## src/rtl/core/chip8_instruction_execute_defines.svh

```systemverilog
// Assertion macros shared by the CHIP-8 execute block.
// Included by the top level; depends on nothing else.
`ifndef CHIP8_INSTRUCTION_EXECUTE_DEFINES_SVH
`define CHIP8_INSTRUCTION_EXECUTE_DEFINES_SVH

// Same-cycle implication, disabled during reset.
`define C8IE_ASSERT_IMP(label, clk, rst, ante, cons, msg) \
   label: assert property (@(posedge clk) disable iff (rst) (ante) |-> (cons)) \
      else $error(msg);

// Next-cycle implication, disabled during reset.
`define C8IE_ASSERT_NEXT(label, clk, rst, ante, cons, msg) \
   label: assert property (@(posedge clk) disable iff (rst) (ante) |=> (cons)) \
      else $error(msg);

`endif

```

## src/rtl/core/chip8ie_pkg.sv

```systemverilog
// Types and constants of the CHIP-8 execute block.
// Used by the register file, the ALU and the top level of the block; depends on nothing.
package chip8ie_pkg;

   // Top nibble of the opcode.
   localparam logic [3:0] OP_SYS   = 4'h0;
   localparam logic [3:0] OP_JP    = 4'h1;
   localparam logic [3:0] OP_CALL  = 4'h2;
   localparam logic [3:0] OP_SE_KK = 4'h3;
   localparam logic [3:0] OP_SN_KK = 4'h4;
   localparam logic [3:0] OP_SE_XY = 4'h5;
   localparam logic [3:0] OP_LD_KK = 4'h6;
   localparam logic [3:0] OP_AD_KK = 4'h7;
   localparam logic [3:0] OP_ALU   = 4'h8;
   localparam logic [3:0] OP_SN_XY = 4'h9;
   localparam logic [3:0] OP_LD_I  = 4'hA;
   localparam logic [3:0] OP_JP_V0 = 4'hB;
   localparam logic [3:0] OP_RND   = 4'hC;
   localparam logic [3:0] OP_MISC  = 4'hF;

   // Low nibble of the 8xyN group.
   localparam logic [3:0] ALU_MOV = 4'h0;
   localparam logic [3:0] ALU_OR  = 4'h1;
   localparam logic [3:0] ALU_AND = 4'h2;
   localparam logic [3:0] ALU_XOR = 4'h3;
   localparam logic [3:0] ALU_ADD = 4'h4;
   localparam logic [3:0] ALU_SUB = 4'h5;
   localparam logic [3:0] ALU_SHR = 4'h6;
   localparam logic [3:0] ALU_SBN = 4'h7;
   localparam logic [3:0] ALU_SHL = 4'hE;

   localparam logic [11:0] NNN_RET     = 12'h0EE;
   localparam logic [7:0]  KK_ADD_I    = 8'h1E;
   localparam logic [3:0]  REG_VF      = 4'hF;
   localparam logic [3:0]  REG_V0      = 4'h0;
   localparam logic [11:0] PC_RESET    = 12'h200;
   localparam logic [11:0] PC_STEP     = 12'd2;
   localparam logic [11:0] PC_SKIP     = 12'd4;

   // Register file write request from the execute stage.
   typedef struct packed {
      logic       wr;
      logic [3:0] x;
      logic [7:0] res;
      logic       fw;
      logic       flag;
   } rf_wr_type;

   // Everything one instruction decides.
   typedef struct packed {
      logic [11:0] next_pc;
      logic [11:0] link_pc;
      logic [15:0] index;
      logic        push;
      logic        pop;
      rf_wr_type   rf;
      logic        unh;
   } exec_type;

   // Result item payload.
   typedef struct packed {
      logic [11:0] next_pc;
      logic [15:0] index_value;
      logic        reg_written;
      logic [3:0]  reg_number;
      logic [7:0]  reg_value;
      logic        flag_written;
      logic        flag_value;
      logic        unhandled;
   } rsp_type;

endpackage

```

## src/rtl/core/chip8ie_if.sv

```systemverilog
// Valid/ready channel interfaces for the CHIP-8 execute block.
// Standalone; no package dependency.

// Opcode channel: one fetched instruction per item.
interface chip8ie_req_if;
   logic        valid;
   logic        ready;
   logic [15:0] opcode;
   logic [7:0]  random_byte;

   modport source (output valid, output opcode, output random_byte, input ready);
   modport sink (input valid, input opcode, input random_byte, output ready);
endinterface

// Result channel: one item per executed instruction.
interface chip8ie_rsp_if;
   logic        valid;
   logic        ready;
   logic [11:0] next_pc;
   logic [15:0] index_value;
   logic        reg_written;
   logic [3:0]  reg_number;
   logic [7:0]  reg_value;
   logic        flag_written;
   logic        flag_value;
   logic        unhandled;

   modport source (output valid, output next_pc, output index_value, output reg_written,
                   output reg_number, output reg_value, output flag_written,
                   output flag_value, output unhandled, input ready);
   modport sink (input valid, input next_pc, input index_value, input reg_written,
                 input reg_number, input reg_value, input flag_written,
                 input flag_value, input unhandled, output ready);
endinterface

```

## src/rtl/core/chip8ie_regfile.sv

```systemverilog
// General register file V0..VF: memory with registered reads plus VF and V0 registers.
// Depends on chip8ie_pkg.
module chip8ie_regfile (
   input  logic                   clock,
   input  logic                   reset,
   input  logic                   rd_en,
   input  logic [3:0]             rd_x,
   input  logic [3:0]             rd_y,
   input  chip8ie_pkg::rf_wr_type wr,
   output logic [7:0]             vx,
   output logic [7:0]             vy,
   output logic [7:0]             v0
);

   logic [7:0]  mem [16];
   logic [15:0] valid_ff;
   logic [15:0] valid_in;
   logic [7:0]  rx_ff;
   logic [7:0]  ry_ff;
   logic        x_vf_ff;
   logic        y_vf_ff;
   logic [7:0]  vf_ff;
   logic [7:0]  vf_in;
   logic [7:0]  v0_ff;
   logic [7:0]  v0_in;

   // Write port and registered read ports, with write-first bypass.
   always_ff @(posedge clock) begin
      if (wr.wr) begin
         mem[wr.x] <= wr.res;
      end
      if (rd_en) begin
         if (wr.wr && wr.x == rd_x) begin
            rx_ff <= wr.res;
         end else begin
            rx_ff <= valid_ff[rd_x] ? mem[rd_x] : 8'd0;
         end
         if (wr.wr && wr.x == rd_y) begin
            ry_ff <= wr.res;
         end else begin
            ry_ff <= valid_ff[rd_y] ? mem[rd_y] : 8'd0;
         end
         x_vf_ff <= (rd_x == chip8ie_pkg::REG_VF);
         y_vf_ff <= (rd_y == chip8ie_pkg::REG_VF);
      end
   end

   // Next values of the valid bits and of the VF and V0 registers.
   always_comb begin
      valid_in = valid_ff;
      if (wr.wr) begin
         valid_in[wr.x] = 1'b1;
      end
      vf_in = vf_ff;
      if (wr.fw) begin
         vf_in = {7'd0, wr.flag};
      end else if (wr.wr && wr.x == chip8ie_pkg::REG_VF) begin
         vf_in = wr.res;
      end
      v0_in = v0_ff;
      if (wr.wr && wr.x == chip8ie_pkg::REG_V0) begin
         v0_in = wr.res;
      end
   end

   // Control state; VF and V0 reset to zero with the rest of the file.
   always_ff @(posedge clock) begin
      if (reset) begin
         valid_ff <= '0;
         vf_ff    <= 8'd0;
         v0_ff    <= 8'd0;
      end else begin
         valid_ff <= valid_in;
         vf_ff    <= vf_in;
         v0_ff    <= v0_in;
      end
   end

   // VF always comes from its own register, which holds the flag writes.
   assign vx = x_vf_ff ? vf_ff : rx_ff;
   assign vy = y_vf_ff ? vf_ff : ry_ff;
   assign v0 = v0_ff;

endmodule

```

## src/rtl/core/chip8ie_stack.sv

```systemverilog
// Subroutine return stack: memory, wrapping pointer and a registered top entry.
// Depends on nothing outside this file.
module chip8ie_stack #(
   parameter int STACK_DEPTH = 16
) (
   input  logic        clock,
   input  logic        reset,
   input  logic        push,
   input  logic        pop,
   input  logic [11:0] push_data,
   output logic [11:0] top
);

   localparam int SP_W = (STACK_DEPTH > 1) ? $clog2(STACK_DEPTH) : 1;
   localparam logic [SP_W-1:0] SP_LAST = SP_W'(STACK_DEPTH - 1);

   logic [11:0]     mem [STACK_DEPTH];
   logic [SP_W-1:0] sp_ff;
   logic [SP_W-1:0] sp_in;
   logic [SP_W-1:0] sp_after;
   logic [SP_W-1:0] rd_addr;
   logic [11:0]     top_ff;

   // Pointer moves modulo the depth in both directions.
   always_comb begin
      sp_in = sp_ff;
      if (push) begin
         sp_in = (sp_ff == SP_LAST) ? '0 : sp_ff + SP_W'(1);
      end else if (pop) begin
         sp_in = (sp_ff == '0) ? SP_LAST : sp_ff - SP_W'(1);
      end
      sp_after = reset ? '0 : sp_in;
      rd_addr  = (sp_after == '0) ? SP_LAST : sp_after - SP_W'(1);
   end

   always_ff @(posedge clock) begin
      if (reset) begin
         sp_ff <= '0;
      end else begin
         sp_ff <= sp_in;
      end
   end

   // Keep the entry below the pointer ready for the next return.
   always_ff @(posedge clock) begin
      if (push) begin
         mem[sp_ff] <= push_data;
      end
      if (push && sp_ff == rd_addr) begin
         top_ff <= push_data;
      end else begin
         top_ff <= mem[rd_addr];
      end
   end

   assign top = top_ff;

endmodule

```

## src/rtl/core/chip8ie_alu.sv

```systemverilog
// Instruction decoder and datapath for one opcode against the current state.
// Depends on chip8ie_pkg.
module chip8ie_alu (
   input  logic [15:0]           opcode,
   input  logic [7:0]            random_byte,
   input  logic [7:0]            vx,
   input  logic [7:0]            vy,
   input  logic [7:0]            v0,
   input  logic [11:0]           pc,
   input  logic [15:0]           index,
   input  logic [11:0]           stack_top,
   output chip8ie_pkg::exec_type ex
);

   logic [3:0]  hi;
   logic [3:0]  n;
   logic [11:0] nnn;
   logic [7:0]  kk;
   logic [8:0]  sum;
   logic        skip;
   logic [11:0] pc_step;

   assign hi      = opcode[15:12];
   assign n       = opcode[3:0];
   assign nnn     = opcode[11:0];
   assign kk      = opcode[7:0];
   assign sum     = {1'b0, vx} + {1'b0, vy};
   assign pc_step = pc + chip8ie_pkg::PC_STEP;

   always_comb begin
      ex         = '0;
      ex.next_pc = pc_step;
      ex.link_pc = pc_step;
      ex.index   = index;
      ex.rf.x    = opcode[11:8];
      skip       = 1'b0;
      unique case (hi)
         chip8ie_pkg::OP_SYS: begin
            if (nnn == chip8ie_pkg::NNN_RET) begin
               ex.pop     = 1'b1;
               ex.next_pc = stack_top;
            end else begin
               ex.unh = 1'b1;
            end
         end
         chip8ie_pkg::OP_JP: ex.next_pc = nnn;
         chip8ie_pkg::OP_CALL: begin
            ex.push    = 1'b1;
            ex.next_pc = nnn;
         end
         chip8ie_pkg::OP_SE_KK: skip = (vx == kk);
         chip8ie_pkg::OP_SN_KK: skip = (vx != kk);
         chip8ie_pkg::OP_SE_XY: skip = (vx == vy);
         chip8ie_pkg::OP_SN_XY: skip = (vx != vy);
         chip8ie_pkg::OP_LD_KK: begin
            ex.rf.wr  = 1'b1;
            ex.rf.res = kk;
         end
         chip8ie_pkg::OP_AD_KK: begin
            ex.rf.wr  = 1'b1;
            ex.rf.res = vx + kk;
         end
         chip8ie_pkg::OP_ALU: begin
            ex.rf.wr = 1'b1;
            case (n)
               chip8ie_pkg::ALU_MOV: ex.rf.res = vy;
               chip8ie_pkg::ALU_OR:  ex.rf.res = vx | vy;
               chip8ie_pkg::ALU_AND: ex.rf.res = vx & vy;
               chip8ie_pkg::ALU_XOR: ex.rf.res = vx ^ vy;
               chip8ie_pkg::ALU_ADD: begin
                  ex.rf.res  = sum[7:0];
                  ex.rf.fw   = 1'b1;
                  ex.rf.flag = sum[8];
               end
               chip8ie_pkg::ALU_SUB: begin
                  ex.rf.res  = vx - vy;
                  ex.rf.fw   = 1'b1;
                  ex.rf.flag = (vx >= vy);
               end
               chip8ie_pkg::ALU_SHR: begin
                  ex.rf.res  = {1'b0, vx[7:1]};
                  ex.rf.fw   = 1'b1;
                  ex.rf.flag = vx[0];
               end
               chip8ie_pkg::ALU_SBN: begin
                  ex.rf.res  = vy - vx;
                  ex.rf.fw   = 1'b1;
                  ex.rf.flag = (vy >= vx);
               end
               chip8ie_pkg::ALU_SHL: begin
                  ex.rf.res  = {vx[6:0], 1'b0};
                  ex.rf.fw   = 1'b1;
                  ex.rf.flag = vx[7];
               end
               default: begin
                  ex.rf.wr = 1'b0;
                  ex.unh   = 1'b1;
               end
            endcase
         end
         chip8ie_pkg::OP_LD_I: ex.index = {4'd0, nnn};
         chip8ie_pkg::OP_JP_V0: ex.next_pc = {4'd0, v0} + nnn;
         chip8ie_pkg::OP_RND: begin
            ex.rf.wr  = 1'b1;
            ex.rf.res = random_byte & kk;
         end
         chip8ie_pkg::OP_MISC: begin
            if (kk == chip8ie_pkg::KK_ADD_I) begin
               ex.index = index + {8'd0, vx};
            end else begin
               ex.unh = 1'b1;
            end
         end
         default: ex.unh = 1'b1;
      endcase
      if (skip) begin
         ex.next_pc = pc + chip8ie_pkg::PC_SKIP;
      end
      // Result fields read as zero when nothing is written.
      if (!ex.rf.wr) begin
         ex.rf.x   = 4'd0;
         ex.rf.res = 8'd0;
      end
   end

endmodule

```

## src/rtl/core/chip8_instruction_execute.sv

```systemverilog
// CHIP-8 execute block: input register, execute stage, result register.
// Depends on chip8ie_pkg, chip8ie_if, chip8ie_regfile, chip8ie_stack, chip8ie_alu
// and the assertion macros in chip8_instruction_execute_defines.svh.
//
// Usage:
//  req_ch carries one fetched opcode and a random byte per item; rsp_ch returns
//  one item per opcode: the new pc, the index register, the general register
//  and VF writes, and an unhandled bit for opcodes that only advance the pc.
//  An accepted item passes the input register and then the result register on its way to rsp_ch.
//  One item per cycle is sustained while rsp_ch is ready; each opcode sees the state left by the
//  previous one because register reads are bypassed from the execute stage.
//  The register file reads happen when an item is taken into the input register,
//  and the return address is kept pre-read from the stack memory.
//  When rsp_ch stalls, the result register holds; one more item still enters
//  the input register, after which req_ch.ready drops until the result drains.
//  Synchronous reset empties both stages, clears V0..VF, the index register
//  and the stack pointer, and sets the pc to 0x200. No clearing pass is needed.
`include "chip8_instruction_execute_defines.svh"

module chip8_instruction_execute #(
   parameter int STACK_DEPTH = 16
) (
   input  logic                 clock,
   input  logic                 reset,
   chip8ie_req_if.sink          req_ch,
   chip8ie_rsp_if.source        rsp_ch
);

   logic                  in_valid_ff;
   logic [15:0]           op_ff;
   logic [7:0]            rnd_ff;
   logic                  req_fire;
   logic                  exec_fire;
   logic [11:0]           pc_ff;
   logic [15:0]           index_ff;
   logic                  rsp_valid_ff;
   chip8ie_pkg::rsp_type  rsp_ff;
   chip8ie_pkg::rsp_type  rsp_in;
   chip8ie_pkg::exec_type ex;
   chip8ie_pkg::rf_wr_type rf_wr;
   logic [7:0]            vx;
   logic [7:0]            vy;
   logic [7:0]            v0;
   logic [11:0]           stack_top;

   // Handshake: execute when the result register is free or draining.
   assign exec_fire    = in_valid_ff && (!rsp_valid_ff || rsp_ch.ready);
   assign req_ch.ready = !in_valid_ff || exec_fire;
   assign req_fire     = req_ch.valid && req_ch.ready;

   // Input register payload.
   always_ff @(posedge clock) begin
      if (req_fire) begin
         op_ff  <= req_ch.opcode;
         rnd_ff <= req_ch.random_byte;
      end
   end

   // Register file writes only when the instruction really executes.
   always_comb begin
      rf_wr = ex.rf;
      if (!exec_fire) begin
         rf_wr.wr = 1'b0;
         rf_wr.fw = 1'b0;
      end
   end

   chip8ie_regfile u_regfile (
      .clock (clock),
      .reset (reset),
      .rd_en (req_fire),
      .rd_x  (req_ch.opcode[11:8]),
      .rd_y  (req_ch.opcode[7:4]),
      .wr    (rf_wr),
      .vx    (vx),
      .vy    (vy),
      .v0    (v0)
   );

   chip8ie_stack #(
      .STACK_DEPTH (STACK_DEPTH)
   ) u_stack (
      .clock     (clock),
      .reset     (reset),
      .push      (exec_fire && ex.push),
      .pop       (exec_fire && ex.pop),
      .push_data (ex.link_pc),
      .top       (stack_top)
   );

   chip8ie_alu u_alu (
      .opcode      (op_ff),
      .random_byte (rnd_ff),
      .vx          (vx),
      .vy          (vy),
      .v0          (v0),
      .pc          (pc_ff),
      .index       (index_ff),
      .stack_top   (stack_top),
      .ex          (ex)
   );

   // Result payload assembled from the execute stage.
   always_comb begin
      rsp_in.next_pc      = ex.next_pc;
      rsp_in.index_value  = ex.index;
      rsp_in.reg_written  = ex.rf.wr;
      rsp_in.reg_number   = ex.rf.x;
      rsp_in.reg_value    = ex.rf.res;
      rsp_in.flag_written = ex.rf.fw;
      rsp_in.flag_value   = ex.rf.fw & ex.rf.flag;
      rsp_in.unhandled    = ex.unh;
   end

   always_ff @(posedge clock) begin
      if (exec_fire) begin
         rsp_ff <= rsp_in;
      end
   end

   // Control state: stage valids, pc and index register.
   always_ff @(posedge clock) begin
      if (reset) begin
         in_valid_ff  <= 1'b0;
         rsp_valid_ff <= 1'b0;
         pc_ff        <= chip8ie_pkg::PC_RESET;
         index_ff     <= 16'd0;
      end else begin
         if (req_fire) begin
            in_valid_ff <= 1'b1;
         end else if (exec_fire) begin
            in_valid_ff <= 1'b0;
         end
         if (exec_fire) begin
            rsp_valid_ff <= 1'b1;
            pc_ff        <= ex.next_pc;
            index_ff     <= ex.index;
         end else if (rsp_ch.ready) begin
            rsp_valid_ff <= 1'b0;
         end
      end
   end

   assign rsp_ch.valid        = rsp_valid_ff;
   assign rsp_ch.next_pc      = rsp_ff.next_pc;
   assign rsp_ch.index_value  = rsp_ff.index_value;
   assign rsp_ch.reg_written  = rsp_ff.reg_written;
   assign rsp_ch.reg_number   = rsp_ff.reg_number;
   assign rsp_ch.reg_value    = rsp_ff.reg_value;
   assign rsp_ch.flag_written = rsp_ff.flag_written;
   assign rsp_ch.flag_value   = rsp_ff.flag_value;
   assign rsp_ch.unhandled    = rsp_ff.unhandled;

   // A full input stage that cannot execute must refuse new items.
   `C8IE_ASSERT_IMP(a_in_hold, clock, reset, in_valid_ff && !exec_fire, !req_ch.ready, "input stage overrun")
   // Every executed instruction leaves a result item behind.
   `C8IE_ASSERT_NEXT(a_exec_rsp, clock, reset, exec_fire, rsp_valid_ff, "executed item lost")
   // The result register tracks the pc and index registers.
   `C8IE_ASSERT_IMP(a_rsp_state, clock, reset, rsp_valid_ff, rsp_ff.next_pc == pc_ff && rsp_ff.index_value == index_ff, "result disagrees with state")
   // An unhandled opcode writes no register and no flag.
   `C8IE_ASSERT_IMP(a_unh_quiet, clock, reset, exec_fire && ex.unh, !rf_wr.wr && !rf_wr.fw, "unhandled opcode wrote state")

endmodule

```

## src/flat_wrapper.sv

```systemverilog
// flat-port wrapper written by rule: the top's interface ports become plain ports
module chip8_instruction_execute_flat 
#(
   parameter int STACK_DEPTH = 16
)
  (clock, reset, req_ch_valid, req_ch_opcode, req_ch_random_byte, req_ch_ready, rsp_ch_valid, rsp_ch_next_pc, rsp_ch_index_value, rsp_ch_reg_written, rsp_ch_reg_number, rsp_ch_reg_value, rsp_ch_flag_written, rsp_ch_flag_value, rsp_ch_unhandled, rsp_ch_ready);
  chip8ie_req_if req_ch_i ();
  chip8ie_rsp_if rsp_ch_i ();
  input  logic clock;
  input  logic reset;
  input wire logic [$bits(req_ch_i.valid)-1:0] req_ch_valid;
  input wire logic [$bits(req_ch_i.opcode)-1:0] req_ch_opcode;
  input wire logic [$bits(req_ch_i.random_byte)-1:0] req_ch_random_byte;
  output wire logic [$bits(req_ch_i.ready)-1:0] req_ch_ready;
  output wire logic [$bits(rsp_ch_i.valid)-1:0] rsp_ch_valid;
  output wire logic [$bits(rsp_ch_i.next_pc)-1:0] rsp_ch_next_pc;
  output wire logic [$bits(rsp_ch_i.index_value)-1:0] rsp_ch_index_value;
  output wire logic [$bits(rsp_ch_i.reg_written)-1:0] rsp_ch_reg_written;
  output wire logic [$bits(rsp_ch_i.reg_number)-1:0] rsp_ch_reg_number;
  output wire logic [$bits(rsp_ch_i.reg_value)-1:0] rsp_ch_reg_value;
  output wire logic [$bits(rsp_ch_i.flag_written)-1:0] rsp_ch_flag_written;
  output wire logic [$bits(rsp_ch_i.flag_value)-1:0] rsp_ch_flag_value;
  output wire logic [$bits(rsp_ch_i.unhandled)-1:0] rsp_ch_unhandled;
  input wire logic [$bits(rsp_ch_i.ready)-1:0] rsp_ch_ready;
  assign req_ch_i.valid = req_ch_valid;
  assign req_ch_i.opcode = req_ch_opcode;
  assign req_ch_i.random_byte = req_ch_random_byte;
  assign req_ch_ready = req_ch_i.ready;
  assign rsp_ch_valid = rsp_ch_i.valid;
  assign rsp_ch_next_pc = rsp_ch_i.next_pc;
  assign rsp_ch_index_value = rsp_ch_i.index_value;
  assign rsp_ch_reg_written = rsp_ch_i.reg_written;
  assign rsp_ch_reg_number = rsp_ch_i.reg_number;
  assign rsp_ch_reg_value = rsp_ch_i.reg_value;
  assign rsp_ch_flag_written = rsp_ch_i.flag_written;
  assign rsp_ch_flag_value = rsp_ch_i.flag_value;
  assign rsp_ch_unhandled = rsp_ch_i.unhandled;
  assign rsp_ch_i.ready = rsp_ch_ready;
  chip8_instruction_execute #(.STACK_DEPTH(STACK_DEPTH)) u_core (.clock(clock), .reset(reset), .req_ch(req_ch_i), .rsp_ch(rsp_ch_i));
endmodule
```

## config.mk

```make
export PLATFORM = sky130hd
export DESIGN_NAME = chip8_instruction_execute_flat
export DESIGN_NICKNAME = d
export VERILOG_FILES = /design/src/rtl/core/chip8ie_pkg.sv /design/src/rtl/core/chip8ie_if.sv /design/src/rtl/core/chip8ie_regfile.sv /design/src/rtl/core/chip8ie_stack.sv /design/src/rtl/core/chip8ie_alu.sv /design/src/rtl/core/chip8_instruction_execute.sv /design/src/flat_wrapper.sv
export VERILOG_INCLUDE_DIRS = /design/src /design/src/rtl/core
export SDC_FILE = /design/constraint.sdc
export NUM_CORES = 1
export LEC_CHECK = 0
export BUFFER_PORTS_ARGS = -buffer_cell sky130_fd_sc_hd__buf_2
export CORE_AREA = 3 3 207 209
export CTS_CLUSTER_SIZE = 20
export DETAILED_ROUTE_END_ITERATION = 10
export DIE_AREA = 0 0 210 212
export PLACE_DENSITY = 0.81
export SETUP_SLACK_MARGIN = 0.1
export SYNTH_ARGS = -nofsm -noshare
export SYNTH_HDL_FRONTEND = slang
export SYNTH_HIERARCHICAL = 1
export SYNTH_SLANG_ARGS = --single-unit
```

## constraint.sdc

```tcl
create_clock -name clock -period 11.5 [get_ports clock]
set_input_delay 2.3 -clock clock [delete_from_list [all_inputs] [get_ports clock]]
set_output_delay 2.3 -clock clock [all_outputs]
set_load 0.01 [all_outputs]
```

==> metrics.md <==
| Metric | Value |
|---|---|
| Outcome | `completed` |
| Tot GR Track Use | `27.57%` |
| Leading area contributor after synthesis | `edfxtp_1` |
| Top post-synthesis cells by area | `edfxtp_1 (50%), mux4_2 (7.9%), dfxtp_1 (5.8%)` |
| Minimum clock period after layout | `5.138 ns` |
| Fillers | `2757` |
| Clk root buf | `clkbuf_16` |
| Core region area | `41020 sq um` |
| Synth top area share | `50.34%` |
| DRT iter0 DRCs | `1908` |
| Initial antenna violation count | `1` |
| DIE AREA | `44520 sq um` |
| Tcrit/Tclk final | `44.68%` |
| Resize count post-CTS | `0` |
| Ys flop type | `edfxtp_1` |
| Met2 wire len | `29.37 mm` |
| Reg clk slew, reported paths | `0.06 ns` |
| Post-synth ARST share | `0%` |
| Seq/Total Area, Yosys | `56.12%` |
| Worst Max-Slew Pin Slew | `1.273 ns` |
| Vias in the first global route | `15600` |
| Pwr Density | `142.9 nW/um^2` |
| Rel. slew slack | `14.85%` |
| Num rows | `74` |
| First-pass iteration count of the detailed router | `5` |
| Synthesized instance count | `1691` |
| Largest net degree at the start of global routing | `89` |
| Via count | `15520` |
| Leakage | `9.445 nW` |
| Netlist cell types | `100` |
| Startpoint Class | `primary input` |
| WP data required | `9.20 ns` |
| Synth-to-layout area growth | `9.350%` |
| Syn_nets | `1790` |
| CTS Buf Count | `47` |
| Post-CTS Hold Buffers | `0` |
| Via/cell ratio | `6.715` |
| Slew Viols, Final | `0` |
| RSZ-0062 raised after global routing | `no` |
| Clock Path Buffers | `3` |
| Wirelength per Cell | `26.51 um` |
| Mapped Area | `24220 sq um` |
| DPL Wire Length | `38.63 mm` |
| Placer Congestion | `0.9388` |
| Layout net count | `1840` |
| ANT cells | `0` |
| Final Hold Fails | `0` |
| Top routing layer in use | `met5` |
| CTS tree | `yes` |
| Met1 Wirelength | `23.92 mm` |
| Worst setup EP type | `primary output` |
| Io pins | `74` |
| Initial Util | `59.05%` |
| Most common cell after layout, fill and taps aside | `edfxtp_1` |
| Crit path DAT | `2.84 ns` |
| Crit path max fanout | `4` |
| Leading cell types in the layout, fill and taps excluded | `edfxtp_1 (406), nor2_1 (112), nand2_1 (90)` |
| Share of cells above drive strength 1 | `18.60%` |
| #FFs+latches synth | `476` |
| First-pass GRT wire length | `93.76 mm` |
| Post-synth EDFFs | `406` |
| Setup TNS | `0 ns` |
| Clk_lat worst skew | `0.60 ns` |
| ANT nets after route | `0` |
| Total number of yosys warnings | `6` |
| Total wire length | `61.30 mm` |
| Gr ovfl total | `0` |
| Number of remaining DRC errors | `0` |
| Tot Pwr | `0.003784 W` |
| Worst min path class | `flip-flop to flip-flop` |
| Max cap viols | `0` |
| Met3 wire len | `5.524 mm` |
| Synth Area per Inst | `14.32 sq um` |
| Die W | `210 um` |
| Number of post-CTS setup repair buffers | `0` |
| Peak VDD IR | `0.1037 mV` |
| Port buffer count | `73` |
| F_max | `194.6 MHz` |
| H-tree depth | `2` |
| Clk sinks | `476` |
| Clock Skews | `0.02626 ns` |
| Final setup viols | `0` |
| Setup CP Type | `primary input to primary output` |
| Die Y | `212 um` |
==> synthesized netlist by cell type (21+ instances only) <==
| cell type | instances |
|---|---|
| a211oi_1 | 28 |
| and2_1 | 24 |
| edfxtp_1 | 406 |
| inv_1 | 49 |
| mux2i_1 | 74 |
| a22o_1 | 24 |
| dfxtp_1 | 70 |
| xor2_1 | 21 |
| nand2_1 | 90 |
| nand2b_1 | 76 |
| mux4_2 | 85 |
| nor2_1 | 112 |
| xnor2_1 | 28 |
| mux4_1 | 47 |
| nor3_1 | 30 |
| a21oi_1 | 66 |
| buf_2 | 24 |
| clkbuf_1 | 47 |
| ha_1 | 65 |
| o21ai_0 | 40 |
==> worst max-delay path: stages <==
cell and delay, ns:
buf_2 0.11, nor2b_4 0.19, nand2_1 0.09, buf_2 0.15
==> flip-flops by register name, indices dropped and copies added, names as in the netlist, 4 cells and up, named ones only <==
signal                     flops
u_core/u_regfile/valid_ff     16
u_core/pc_ff                  12
u_core/rnd_ff                  8
u_core/u_regfile/ry_ff         8
u_core/rsp_ch.index_value     16
u_core/u_stack/mem           192
u_core/u_regfile/mem         128
u_core/op_ff                  16
u_core/rsp_ch.reg_number       4
u_core/u_regfile/v0            8
u_core/rsp_ch.next_pc         12
u_core/rsp_ch.reg_value        8
u_core/index_ff               16
u_core/u_stack/sp_ff           4
u_core/u_regfile/vf_ff         8
u_core/u_regfile/rx_ff         8
==> power breakdown <==
group	internal, W	switching (W)	leakage (nW)
clock	0.000876	0.000680	0.762
sequential	0.00189	0.0000214	4.46
combinational	0.000119	0.000196	4.22
total	0.00289	0.000897	9.45
==> per-stage QoR <==
step / std cells / instance area, sq um / setup WS [ns] / utilization, % / hold slack, ns
global placement: 2224 / 24910 / 6.349 / 60.73 / 0.4557
detailed placement: 2224 / 24910 / 6.362 / 60.73 / 0.4725
floorplan: 1691 / 24220 / 6.621 / - / 0.4406
global route: 2312 / 26490 / 6.325 / 64.57 / 0.5125
CTS: 2312 / 26490 / 6.360 / 64.57 / 0.4813
finish: 2312 / 26490 / 6.362 / 64.57 / 0.4801
==> per-layer routing <==
layer,GRT usage (%),up-vias
li1,-,6723
met1,37.78,7727
met2,44.96,898
met3,4.501,174
met4,11.00,2
met5,0,-
==> final timing paths <==
| kind | startpoint | end | slack, ns | cells after the start |
|---|---|---|---|---|
| worst min register to register | u_core/u_regfile/v0[2] | u_core/u_regfile/v0[2] | 0.48 | 2 |
| worst max-delay path | rsp_ch_ready | req_ch_ready | 6.36 | 4 |
| worst max register to register | u_core/u_regfile/x_vf_ff | u_core/u_regfile/rx_ff[6] | 6.95 | 10 |
| worst min-delay path | u_core/u_regfile/v0[2] | u_core/u_regfile/v0[2] | 0.48 | 2 |
==> area by class of cell <==
class                   count  area (sq um)  area share, %
multi-input cells        1068          9905          37.40
repair buffers             98         553.0          2.088
clock buffers              59          1292          4.880
inverters                  50         187.7         0.7086
clock inverters            29         284.0          1.072
flip-flops and latches    476         13600          51.34
well taps                 532         665.6          2.513
==> cells by family after synthesis <==
| kind of cell | Yosys count | share of synthesized area, % |
|---|---|---|
| compound gates | 287 | 8.498 |
| xor+xnor | 49 | 1.772 |
| fa+ha+maj | 71 | 3.854 |
| buf+inv | 147 | 3.239 |
| flops | 476 | 56.12 |
| mux | 226 | 16.99 |
| simple gates | 435 | 9.526 |
Power figures use the tool's default switching activity.
